File: src/hw/rtl/lzw_ram.sv
// Generic simple dual-port RAM: one write port, one read port, registered read data.
// No dependencies.
`timescale 1ns / 1ps
`default_nettype none

module lzw_ram #(
  parameter int unsigned WIDTH = 8,
  parameter int unsigned DEPTH = 64
) (
  input  logic                     clk_i,
  input  logic                     we_i,
  input  logic [$clog2(DEPTH)-1:0] waddr_i,
  input  logic [WIDTH-1:0]         wdata_i,
  input  logic [$clog2(DEPTH)-1:0] raddr_i,
  output logic [WIDTH-1:0]         rdata_o
);

  logic [WIDTH-1:0] mem_q [DEPTH];

  always_ff @(posedge clk_i) begin
    if (we_i) begin
      mem_q[waddr_i] <= wdata_i;
    end
    rdata_o <= mem_q[raddr_i];
  end

endmodule

`default_nettype wire

File: config.mk
export PLATFORM = sky130hd
export DESIGN_NAME = lzw_ram
export DESIGN_NICKNAME = d
export VERILOG_FILES = /design/src/hw/rtl/lzw_ram.sv
export SDC_FILE = /design/constraint.sdc
export NUM_CORES = 1
export LEC_CHECK = 0
export BUFFER_PORTS_ARGS = -buffer_cell sky130_fd_sc_hd__buf_2
export CORE_AREA = 2 2 185 187
export CTS_BUF_LIST = sky130_fd_sc_hd__clkbuf_16
export CTS_CLUSTER_DIAMETER = 30
export DETAILED_ROUTE_END_ITERATION = 12
export DIE_AREA = 0 0 187 189
export GPL_TIMING_DRIVEN = 0
export HOLD_SLACK_MARGIN = 0.06
export MAX_ROUTING_LAYER = met4
export PLACE_DENSITY_LB_ADDON = 0.25
export SLEW_MARGIN = 20
export SYNTH_ARGS = -nofsm -noshare
export SYNTH_HDL_FRONTEND = slang
export SYNTH_SLANG_ARGS = --single-unit
File: constraint.sdc
create_clock -name clk_i -period 3.01 [get_ports clk_i]
set_input_delay 0.4515 -clock clk_i [delete_from_list [all_inputs] [get_ports clk_i]]
set_output_delay 0.4515 -clock clk_i [all_outputs]
set_load 0.005 [all_outputs]
==> metrics.md <==
| Metric | Value |
|---|---|
| Outcome | finished, final reports clean |
| Critical path required time | 3430 ps |
| All-Layer GR Usage | roughly 30% |
| Grt met1 use | 40.5% |
| Synth cell types | 40 |
| First drt pass iteration count | 7 |
| Fmax | 362 MHz |
| Resized cells post-CTS | 0 |
| Die extent in y | 189 um |
| CP cell instances | buf_4, buf_2, buf_1, nand2_1, o221ai_1, nor2_1, nor3_1, o32ai_1 |
| Peak supply drop | 0.538 mV |
| Slew HR | 30.6% |
| Initial DRC count | 1,600 |
| Slowest cell on the critical path | buf_1 |
| Worst-Skew Late Latency | roughly 600 ps |
| # fillers | approximately 1,900 |
| Crit-path max cell delay | 830 ps |
| Max-slew violations | 0 |
| CTS tree | built |
| Simple-gate share of the synthesized area | 3.39% |
| Compound-Gate Fraction of Synth Area | 2.07% |
| Fin nets | about 1,100 |
| Worst flop-to-flop path startpoint | mem_q[3][3] |
| CP Launch Type | input pin |
| Yosys warning count | 0 |
| CTS Sinks | 520 |
| Final Wtd Congestion | 0.976 |
| IO Port Bufs | 21 |
| Mean post-synth cell area | 21.5 um2 |
| Worst hold path type | input pin to register |
| Layout area overhead | 18.2% |
| Final period util | a little over 90% |
| Yosys reg bits | 520 |
| Drt total wl | 49,700 um |
| CP bufs+invs | 3 |
| Total CTS buffers | 86 |
| Die ar. | 0.0353 mm2 |
| Commonest non-fill, non-tap cell in the layout | edfxtp_1 |
| DP Wirelength | 28,500 um |
| Number of global-route vias before repair | 10,500 |
| Die Wd | around 190 um |
| Final hold viol count | 0 |
| Synth Area in Adders | 0% |
| Max-cap viol count | 0 |
| Met2 GRT Util | 43.9% |
| Final Skew | 21.2 ps |
| Htree depth | 3 |
| Min-Delay Endpoint | rdata_o[5] |
| Post-synth EDFFs | roughly 510 |
| P_leak | 7.68 nW |
| Share of cells above drive strength 1 | 29.9% |
| Async SR Flop Fraction | 0% |
| Hold WS | 293 ps |
| Hold_sp | raddr_i[5] |
| Final setup fails | 0 |
| Ports | 30 |
| Worst setup EP type | register |
| Data arrival, critical path | approximately 3200 ps |
| Reg2reg path depth | 4 |
| First-pass GRT wire length | about 72,000 um |
| Post-CTS Hold Buffers | 0 |
| Syn nets | 962 |
| DRT antenna net count | 0 |
| Power Density | 786 mW/mm2 |
| Final min period | approximately 2800 ps |
| Slew @ Worst Pin | between 1000 and 1500 ps |
| Core area | 0.0333 mm2 |
| Postcts setup bufs | 0 |
| Commonest non-fill, non-tap cells in the layout | edfxtp_1 (512), mux4_2 (126), clkbuf_16 (89) |
| CTS Root Cell | clkbuf_16 |
| Clock slew at reported path FFs | 60 ps |
| DRC Markers | 0 |
| Multiplexer share of the synthesized area | 15.9% |
| Synth Instances | 940 |
| Initial antenna violation count | 3 |
| Tot Pwr | between 0.015 and 0.02 W |
| Met3 Resource Use GR | 8.21% |
| Sequential area share after synthesis | 77.0% |
| Hold Path Depth | 2 |
| Ys flop type | edfxtp_1 |
| Crit-path max FO | 10 |
| RR Endpoint | rdata_o[3] |
| Largest family of logic cells by synthesized area | multiplexers |
| Total gr overflow | 0 |
| Routed wire length per instance | 31.6 um |
| Cell Area, Synth | 0.0202 mm2 |
| FP Rows | 67 |
| Delay-heaviest family, CP | buffers and inverters |
| Via density | ~6.7 |
| Xor/xnor cell area share of the yosys netlist | 0% |
| Via count | 10,500 |
| Largest net degree at the start of global routing | 65 |
| WS Path Type | input pin to register |
| Initial cell density of the core | around three fifths |
| Clock tree buffer depth | 3 |
| GRT busiest layer | met2 |
| FF-to-FF setup slack | 830 ps |
| Unrepaired setup endpoints after global routing | no |
[report_power, final]
part           total, W  switching, W  internal [W]  leakage [nW]
Combinational  0.000808      0.000523      0.000285          1.54
Sequential      0.00804     0.0000156       0.00803          4.67
Clock           0.00989       0.00350       0.00638          1.46
[worst reg2reg max path: cells and delay by family, from the launching register on]
family	cells	cell delay, ps
compound gates	2	940
flops	1	360
mux	1	550
simple gates	1	170
[Yosys cell counts, drive strengths merged (4+ instances only)]
library cell / instances / share of area [%]
nor3: 7 / 0.17
a221oi: 6 / 0.26
mux2i: 23 / 1.1
edfxtp: 512 / 76
a211oi: 4 / 0.15
dfxtp: 8 / 0.79
buf: 34 / 1.3
o221ai: 8 / 0.35
clkbuf: 17 / 0.32
nor2b: 14 / 0.43
o22ai: 8 / 0.25
mux2: 13 / 0.73
o21ai: 4 / 0.099
nand3: 13 / 0.32
nand2: 19 / 0.35
nand2b: 7 / 0.22
nor2: 83 / 1.5
mux4: 126 / 14
[logic make-up after synthesis]
group,Yosys count
and+or+nand+nor,153
buffers and inverters,51
muxes,162
DFF,520
AOI/OAI and AO/OA,54
[area by class of cell]
type / instances / area [um2] / share of cell area (%)
flip-flops and latches: 520 / 15500 / 65.2
clock buffers: 89 / 2230 / 9.34
diodes: 3 / 7.51 / 0.0315
well taps: 448 / 561 / 2.35
multi-input cells: 369 / 4330 / 18.1
clock inverters: 73 / 739 / 3.10
plain buffers: 51 / 317 / 1.33
repair buffers: 21 / 125 / 0.525
[per-stage QoR]
stage	std cells	cell area, um2	util, %	setup TNS (ps)	setup WS (ps)
2_1_floorplan	940	20200	-	0	891
5_1_grt	1574	23800	71.6	0	213
3_5_place_dp	1409	20800	62.6	-558	-166
4_1_cts	1571	23800	71.5	0	397
6_report	1574	23800	71.6	0	246
3_3_place_gp	1409	20800	62.6	-665	-170
[worst max-delay path by stage]
| stage | startpoint | endpoint | slack, ps | cells past startpoint |
|---|---|---|---|---|
| after detailed placement | raddr_i[1] | rdata_o[6] | -170 | 8 |
| after floorplan | raddr_i[1] | rdata_o[3] | 890 | 7 |
| after global routing | raddr_i[2] | rdata_o[3] | 210 | 7 |
| after global placement | raddr_i[1] | rdata_o[6] | -170 | 8 |
| final | raddr_i[1] | rdata_o[6] | 250 | 8 |
| after CTS | raddr_i[1] | rdata_o[6] | 400 | 8 |
[flip-flops by register name, summed over array words and instances (netlist names)]
name,flops
rdata_o,8
mem_q,512
[layer usage]
metal  wire, um  vias up
met5          0        -
met4       1890        0
met3       6260      134
met2      23100      828
met1      18500     5347
li1           -     4197
Note: power is estimated with default switching activity, not from simulation.
