`src/hw/rtl/lzw_pkg.sv`:
```
// Shared types and constants of the LZW decoder: code and length widths,
// dictionary entry layout and the job record passed to the byte emitter.
// No dependencies.
`timescale 1ns / 1ps
`default_nettype none

package lzw_pkg;

  localparam int unsigned CODE_W       = 12;
  localparam int unsigned BYTE_W       = 8;
  localparam int unsigned DICT_ENTRIES = 4096;
  localparam int unsigned NFC_W        = CODE_W + 1;
  localparam int unsigned LIT_CODES    = 256;
  localparam int unsigned MAX_LEN      = 64;
  localparam int unsigned LEN_W        = $clog2(MAX_LEN + 2);
  localparam int unsigned IDX_W        = $clog2(MAX_LEN);
  localparam int unsigned STK_AW       = IDX_W + 1;
  localparam int unsigned STK_DEPTH    = 2 * MAX_LEN;
  localparam int unsigned S_TDATA_W    = ((CODE_W + 7) / 8) * 8;
  localparam int unsigned M_TDATA_W    = ((BYTE_W + 7) / 8) * 8;

  typedef logic [CODE_W-1:0] code_t;
  typedef logic [LEN_W-1:0]  len_t;
  typedef logic [IDX_W-1:0]  idx_t;

  typedef struct packed {
    code_t              prefix;
    logic [BYTE_W-1:0]  suffix;
    len_t               len;
  } lzw_entry_t;

  localparam int unsigned ENTRY_W = $bits(lzw_entry_t);

  typedef struct packed {
    logic err;
    logic bank;
    idx_t last_idx;
  } lzw_job_t;

endpackage

`default_nettype wire

```
`src/hw/rtl/lzw_emitter.sv`:
```
// Byte emitter: reads one stack bank front to back into the output register,
// or gives the single error beat. Depends on lzw_pkg.
`timescale 1ns / 1ps
`default_nettype none

module lzw_emitter (
  input  logic                        clk_i,
  input  logic                        rst_ni,
  input  logic                        job_valid_i,
  output logic                        job_ready_o,
  input  lzw_pkg::lzw_job_t           job_i,
  output logic [lzw_pkg::STK_AW-1:0]  stk_raddr_o,
  input  logic [lzw_pkg::BYTE_W-1:0]  stk_rdata_i,
  output logic                        m_valid_o,
  input  logic                        m_ready_i,
  output logic [lzw_pkg::BYTE_W-1:0]  m_data_o,
  output logic                        m_last_o,
  output logic                        m_err_o
);
  import lzw_pkg::*;

  typedef enum logic {E_IDLE, E_RUN} state_e;

  state_e            state_q;
  logic              bank_q;
  idx_t              last_idx_q;
  logic              err_q;
  idx_t              j_q;
  logic              out_valid_q;
  logic [BYTE_W-1:0] out_data_q;
  logic              out_last_q;
  logic              out_err_q;

  logic              load;
  logic              at_end;
  idx_t              j_next;

  always_comb begin
    load        = (state_q == E_RUN) && (!out_valid_q || m_ready_i);
    at_end      = err_q || (j_q == last_idx_q);
    j_next      = load ? j_q + IDX_W'(1) : j_q;
    stk_raddr_o = (state_q == E_IDLE) ? {job_i.bank, IDX_W'(0)} : {bank_q, j_next};
    job_ready_o = state_q == E_IDLE;
    m_valid_o   = out_valid_q;
    m_data_o    = out_data_q;
    m_last_o    = out_last_q;
    m_err_o     = out_err_q;
  end

  always_ff @(posedge clk_i or negedge rst_ni) begin
    if (!rst_ni) begin
      state_q     <= E_IDLE;
      bank_q      <= 1'b0;
      last_idx_q  <= '0;
      err_q       <= 1'b0;
      j_q         <= '0;
      out_valid_q <= 1'b0;
      out_data_q  <= '0;
      out_last_q  <= 1'b0;
      out_err_q   <= 1'b0;
    end else begin
      case (state_q)
        E_IDLE: begin
          if (job_valid_i) begin
            bank_q     <= job_i.bank;
            last_idx_q <= job_i.last_idx;
            err_q      <= job_i.err;
            j_q        <= '0;
            state_q    <= E_RUN;
          end
        end
        E_RUN: begin
          if (load) begin
            if (at_end) begin
              state_q <= E_IDLE;
            end else begin
              j_q <= j_q + IDX_W'(1);
            end
          end
        end
        default: state_q <= E_IDLE;
      endcase

      if (load) begin
        out_valid_q <= 1'b1;
        out_data_q  <= err_q ? '0 : stk_rdata_i;
        out_last_q  <= !err_q && (j_q == last_idx_q);
        out_err_q   <= err_q;
      end else if (m_ready_i) begin
        out_valid_q <= 1'b0;
      end
    end
  end

endmodule

`default_nettype wire

```
`config.mk`:
```
export PLATFORM = sky130hd
export DESIGN_NAME = lzw_emitter
export DESIGN_NICKNAME = d
export VERILOG_FILES = /design/src/hw/rtl/lzw_pkg.sv /design/src/hw/rtl/lzw_emitter.sv
export SDC_FILE = /design/constraint.sdc
export NUM_CORES = 1
export LEC_CHECK = 0
export BUFFER_PORTS_ARGS = -buffer_cell sky130_fd_sc_hd__buf_2
export CAP_MARGIN = 40
export CORE_UTILIZATION = 40
export CTS_CLUSTER_DIAMETER = 40
export DETAILED_ROUTE_END_ITERATION = 10
export MAX_ROUTING_LAYER = met4
export PLACE_DENSITY_LB_ADDON = 0.3
export SLEW_MARGIN = 20
export SYNTH_ARGS = -nofsm -noshare
export SYNTH_HDL_FRONTEND = slang
export SYNTH_SLANG_ARGS = --single-unit
```
`constraint.sdc`:
```
create_clock -name clk_i -period 4.65 [get_ports clk_i]
set_clock_uncertainty 0.2 [all_clocks]
set_input_delay 0.2325 -clock clk_i [delete_from_list [all_inputs] [get_ports clk_i]]
set_output_delay 0.2325 -clock clk_i [all_outputs]
set_load 0.05 [all_outputs]
```
==> out/qor.txt, run 1 <==
share of layout cells above drive strength 1 = 25.1%
CTS Buffer Depth = 2
drt wl/cell = 12.4 um
Pre-Repair DR Iteration Count = 4
grt ovf = 0
CP Class = reg2out
Final #Nets = 226
Worst EP arrival = 1920 ps
Tightest Hold Check Type = in2async
setup violators final = 0
largest net degree at the start of global routing = 27
area leader, netlist = dfrtp_1
top-count cell post-synth = nand2_1
WP data required = 4220 ps
crit path capture type = primary output
post-layout min period = 2360 ps
Port Buffers = 38
DRT iter0 DRCs = 45
worst slew pin tran = 645 ps
core area = 3150 um2
FF+latch count, synth = 26
dominant synthesized flop cell = dfrtp_1
Rows = 20
via count = 1229
synth top area cells = dfrtp_1, nand2_1, xnor2_2
Hold Vio Cnt, Final = 0
RD Place Congestion = 0.793
Critical Path Source Type = flip-flop
Min Hold Slack = 213 ps
number of synthesized flops with an enable pin = 0
total wire length = 3070 um
I/O Pins = 39
P_leak = 0.884 nW
insertion delay to the later sink of the worst-skew pair = 320 ps
critical-path maximum fanout = 5
Avg Inst Size Synth = 9.06 um2
drt drc = 0
Starting Density = 43.4%
post-synthesis sequential area ratio = 47.5%
Synth top cells by count = nand2_1, dfrtp_1, o21ai_0
setup_tns = 0 ps
Post-Syn Area = 1370 um2
power per cell area = 686 nW/um2
Worst-path clk slew = 130 ps
fin. max-slew vios = 0
# fillers = 312
DR vias/cell = 4.98
CTS Buf Count = 3
Ant. Diodes = 0
die area = 3660 um2
Die Ht = 60.5 um
initial antenna violation count = 0
first-pass GRT wire length = 5450 um
HPWL Detailed = 2170 um
ys async rst share = 100%
vias in the first global route = 1230
CTS tree = built
status = finished, final reports clean
Synth warnings = 0
Root Driver = clkbuf_4
H-tree Lvls = 1
placed cell count = 226
Max VDD drop = 249 uV
share of the synthesized area in the top cell type = 47.5%
Synth Net Count = 172
f_max = 424 MHz
Die X = 60.5 um
Final ANT Viol Nets = 0
CTS Sinks = 26
Max Cap Viol = 0
final worst-path cycle share = 50.7%
Area Overhead vs Synth = 30.3%
RSZ-0062 raised after global routing = no
Finished Layout Cells = 247
Synth Instances = 151
Rel. slew slack = 56.9%
Synth cell types = 35
GRT Total Usage = 21.0%
## worst paths after layout
check,start,endpoint,slack (ps),cells past startpoint
max in group asynchronous,rst_ni,j_q[0],3650,2
min in group clk_i,m_ready_i,m_valid_o,250,3
min reg2reg,m_data_o[6],m_data_o[6],290,2
max,j_q[0],stk_raddr_o[4],2290,5
max reg2reg,state_q,j_q[3],2800,3
min,rst_ni,m_data_o[2],210,2
## critical path, cell delays in order (launching register included)
cell and delay, ps:
dfrtp_1 510, ha_1 240, nand3_1 130, or3_1 330, a21oi_1 130, buf_2 270
## sequential cells by signal, summed over array words and instances (netlist names)
name and cells:
m_data_o 8, state_q 1, bank_q 1, m_last_o 1
err_q 1, last_idx_q 6, m_err_o 1, m_valid_o 1
j_q 6
## power by group
group          total [mW]  switching (mW)  internal [mW]
Combinational       0.716           0.505          0.210
Sequential          0.414          0.0925          0.321
Clock              0.0940          0.0636         0.0304
Total                1.22           0.661          0.562
## stage by stage
stage	instance area (um2)	util [%]	power, mW	worst slack, ps
2_1_floorplan	1370	-	0.976	2260
3_5_place_dp	1580	50.1	1.13	2680
3_3_place_gp	1580	50.1	1.11	2700
5_1_grt	1780	56.5	1.31	2160
4_1_cts	1780	56.5	1.23	2300
6_report	1780	56.5	1.22	2290
## cells in the final DEF, fill, tap and decap left out, types with 2 or more instances in the layout
cell type      instances
xor2_1                 2
nand4_1                2
buf_2                 38
o211ai_1               2
o221ai_1               2
inv_1                  4
dlygate4sd3_1         18
xnor2_2                4
nand2_1               50
mux2i_1                4
nand2b_1               4
xnor2_1                4
clkbuf_4               3
nor2b_1                3
dfrtp_1               26
o21ai_0               12
nor2_1                 6
a21oi_1                2
## cell type report
cell class / count / area (um2) / share of cell area [%]
inverter: 5 / 18.8 / 1.05
timing repair buffer: 56 / 370 / 20.8
clock buffer: 3 / 22.5 / 1.26
sequential: 26 / 651 / 36.5
tap: 44 / 55.1 / 3.09
multi-input combinational: 113 / 666 / 37.3
## cells by family after synthesis
logic type / synth area share, %
AND/OR/NAND/NOR: 24.0
flip-flops: 47.5
AO/OA/AOI/OAI: 11.3
buffers and inverters: 3.84
XOR/XNOR: 8.59
multiplexers: 3.75
adder cells (fa/ha/maj): 0.914
## layer usage
| layer | GRT usage [%] | vias to the layer above | wire, um |
|---|---|---|---|
| li1 | - | 603 | - |
| met5 | - | - | 0 |
| met3 | 4.26 | 10 | 169 |
| met2 | 34.4 | 46 | 1500 |
| met1 | 24.9 | 570 | 1340 |
| met4 | 9.42 | 0 | 65 |
## timing repair
action	CTS	global route
gates resized for setup	0	0
setup buffers	0	0
endpoints found under the hold margin	43	0
hold buffers	18	0
Note: power is estimated with default switching activity, not from simulation.
==> run 2: changes to the inputs <==
==> constraint.sdc (replaced) <==
create_clock -name clk_i -period 2.3 [get_ports clk_i]
set_clock_uncertainty 0.2 [all_clocks]
set_input_delay 0.115 -clock clk_i [delete_from_list [all_inputs] [get_ports clk_i]]
set_output_delay 0.115 -clock clk_i [all_outputs]
set_load 0.05 [all_outputs]
==> run 2 against run 1 <==
  * Combinational power rose by 100%
  * Cell area is 1.5% higher
  * Worst hold slack got worse by 110 ps
  * Count of clock-buffer cells in the layout up 1
  * Utilization is 0.83 points higher
  * Flip-flop and latch count unchanged
  * Critical path depth unchanged
  * Critical endpoint unchanged
  * Global-route usage increased by 0.14 points
  * Highest routed layer unchanged
==> out/qor.txt, run 2 (same netlist as run 1, synthesis figures left out) <==
share of layout cells above drive strength 1 = 26.8%
grt ovf = 0
Port Buffers = 38
CTS Sinks = 26
HPWL Detailed = 2110 um
DRT iter0 DRCs = 31
H-tree Lvls = 1
worst slew pin tran = 583 ps
initial antenna violation count = 0
CTS tree = built
WL met2 = 1540 um
GRT Total Usage = 21.1%
f_max = 463 MHz
placed cell areas = 1590 um2
Die X = 60.5 um
Final Cell Area = 1810 um2
RD Place Congestion = 0.792
Ant. Diodes = 0
core area = 3150 um2
critical-path maximum fanout = 5
largest net degree at the start of global routing = 27
Worst EP arrival = 1850 ps
Final #Nets = 227
Metal-1 WL = 1500 um
Rel. slew slack = 61.1%
Pre-Repair DR Iteration Count = 4
total wire length = 3200 um
Max Cap Viol = 0
power per cell area = 1400 nW/um2
Worst-path clk slew = 150 ps
Critical Path Source Type = flip-flop
RSZ-0062 raised after global routing = no
DP Worst Slack = 432 ps
Area Overhead vs Synth = 32.2%
insertion delay to the later sink of the worst-skew pair = 320 ps
Top Layer Used = met4
first-pass GRT wire length = 5460 um
Min Hold Slack = 102 ps
Hold Vio Cnt, Final = 0
max reg flops = 8
Final ANT Viol Nets = 0
placed cell count = 227
most common cell after layout, fill and taps aside = nand2_1
Tightest Hold Check Type = in2async
P_leak = 0.893 nW
vias in the first global route = 1211
Max VDD drop = 519 uV
post-layout min period = 2160 ps
final setup margin = 138 ps
die area = 3660 um2
Root Driver = clkbuf_4
drt wl/cell = 12.9 um
crit path capture type = primary output
WP data required = 1990 ps
setup violators final = 0
final worst-path cycle share = 94.0%
DR vias/cell = 4.86
drt drc = 0
Die Ht = 60.5 um
metal3 WL = 89 um
CTS Buffer Depth = 2
setup_tns = 0 ps
fin. max-slew vios = 0
status = finished, final reports clean
CP Class = reg2out
Finished Layout Cells = 249
Post-CTS Setup Bufs = 0
commonest non-fill, non-tap cells in the layout = nand2_1, buf_2, dfrtp_1, dlygate4sd3_1, o21ai_0
Starting Density = 43.4%
I/O Pins = 39
via count = 1211
Rows = 20
CTS Buf Count = 3
==> run 2: cell types whose count changed in the layout (fill, tap and decap cells not counted) <==
cell / before / now
dfrtp_1: 26 / 24
dfrtp_2: 0 / 2
buf_2: 38 / 37
buf_4: 0 / 1
clkbuf_4: 3 / 4
clkbuf_8: 0 / 1
==> run 2: worst max-delay path, cell delays in order, from the launching register on <==
cell and delay [ps]:
dfrtp_2 470, ha_1 210, nand3_1 130, or3_1 330, a21oi_1 140, clkbuf_4 240
==> run 2: cell type report <==
class                      instances  area (um2)
fill                             290        1340
tap                               44        55.1
sequential                        26         653
timing repair buffer              57         380
multi-input combinational        113         666
clock buffer                       4        36.3
inverter                           5        18.8
==> run 2: final timing paths <==
check / from / endpoint / slack (ps) / depth (start not counted)
setup / recovery: j_q[0] / stk_raddr_o[4] / 140 / 5
hold / removal: rst_ni / j_q[4] / 100 / 2
setup reg to reg: m_valid_o / m_last_o / 520 / 3
hold reg to reg: bank_q / bank_q / 290 / 2
max in group asynchronous: rst_ni / j_q[0] / 1390 / 2
min in group clk_i: m_ready_i / m_valid_o / 150 / 3
==> run 2: timing repair <==
action,in CTS,in global routing
setup endpoints to repair,0,1
hold buffers,18,0
endpoints found under the hold margin,43,0
resized for setup,0,3
==> run 2: power breakdown <==
group          total [mW]  internal [mW]  switching (mW)
registers           0.843          0.653           0.190
logic                1.46          0.434            1.03
clock network       0.235         0.0968           0.138
total                2.54           1.18            1.36
==> run 2: layer usage <==
layer,vias to the layer above,GRT usage [%]
li1,609,-
met1,566,27.2
met2,28,33.3
met3,8,2.77
met4,0,9.42
met5,-,-
==> run 2: metrics by stage <==
stage | utilization (%) | power (mW)
after floorplan | - | 1.97
after global placement | 50.4 | 2.25
after detailed placement | 50.4 | 2.28
after CTS | 57.2 | 2.54
after global routing | 57.4 | 2.73
final | 57.4 | 2.54
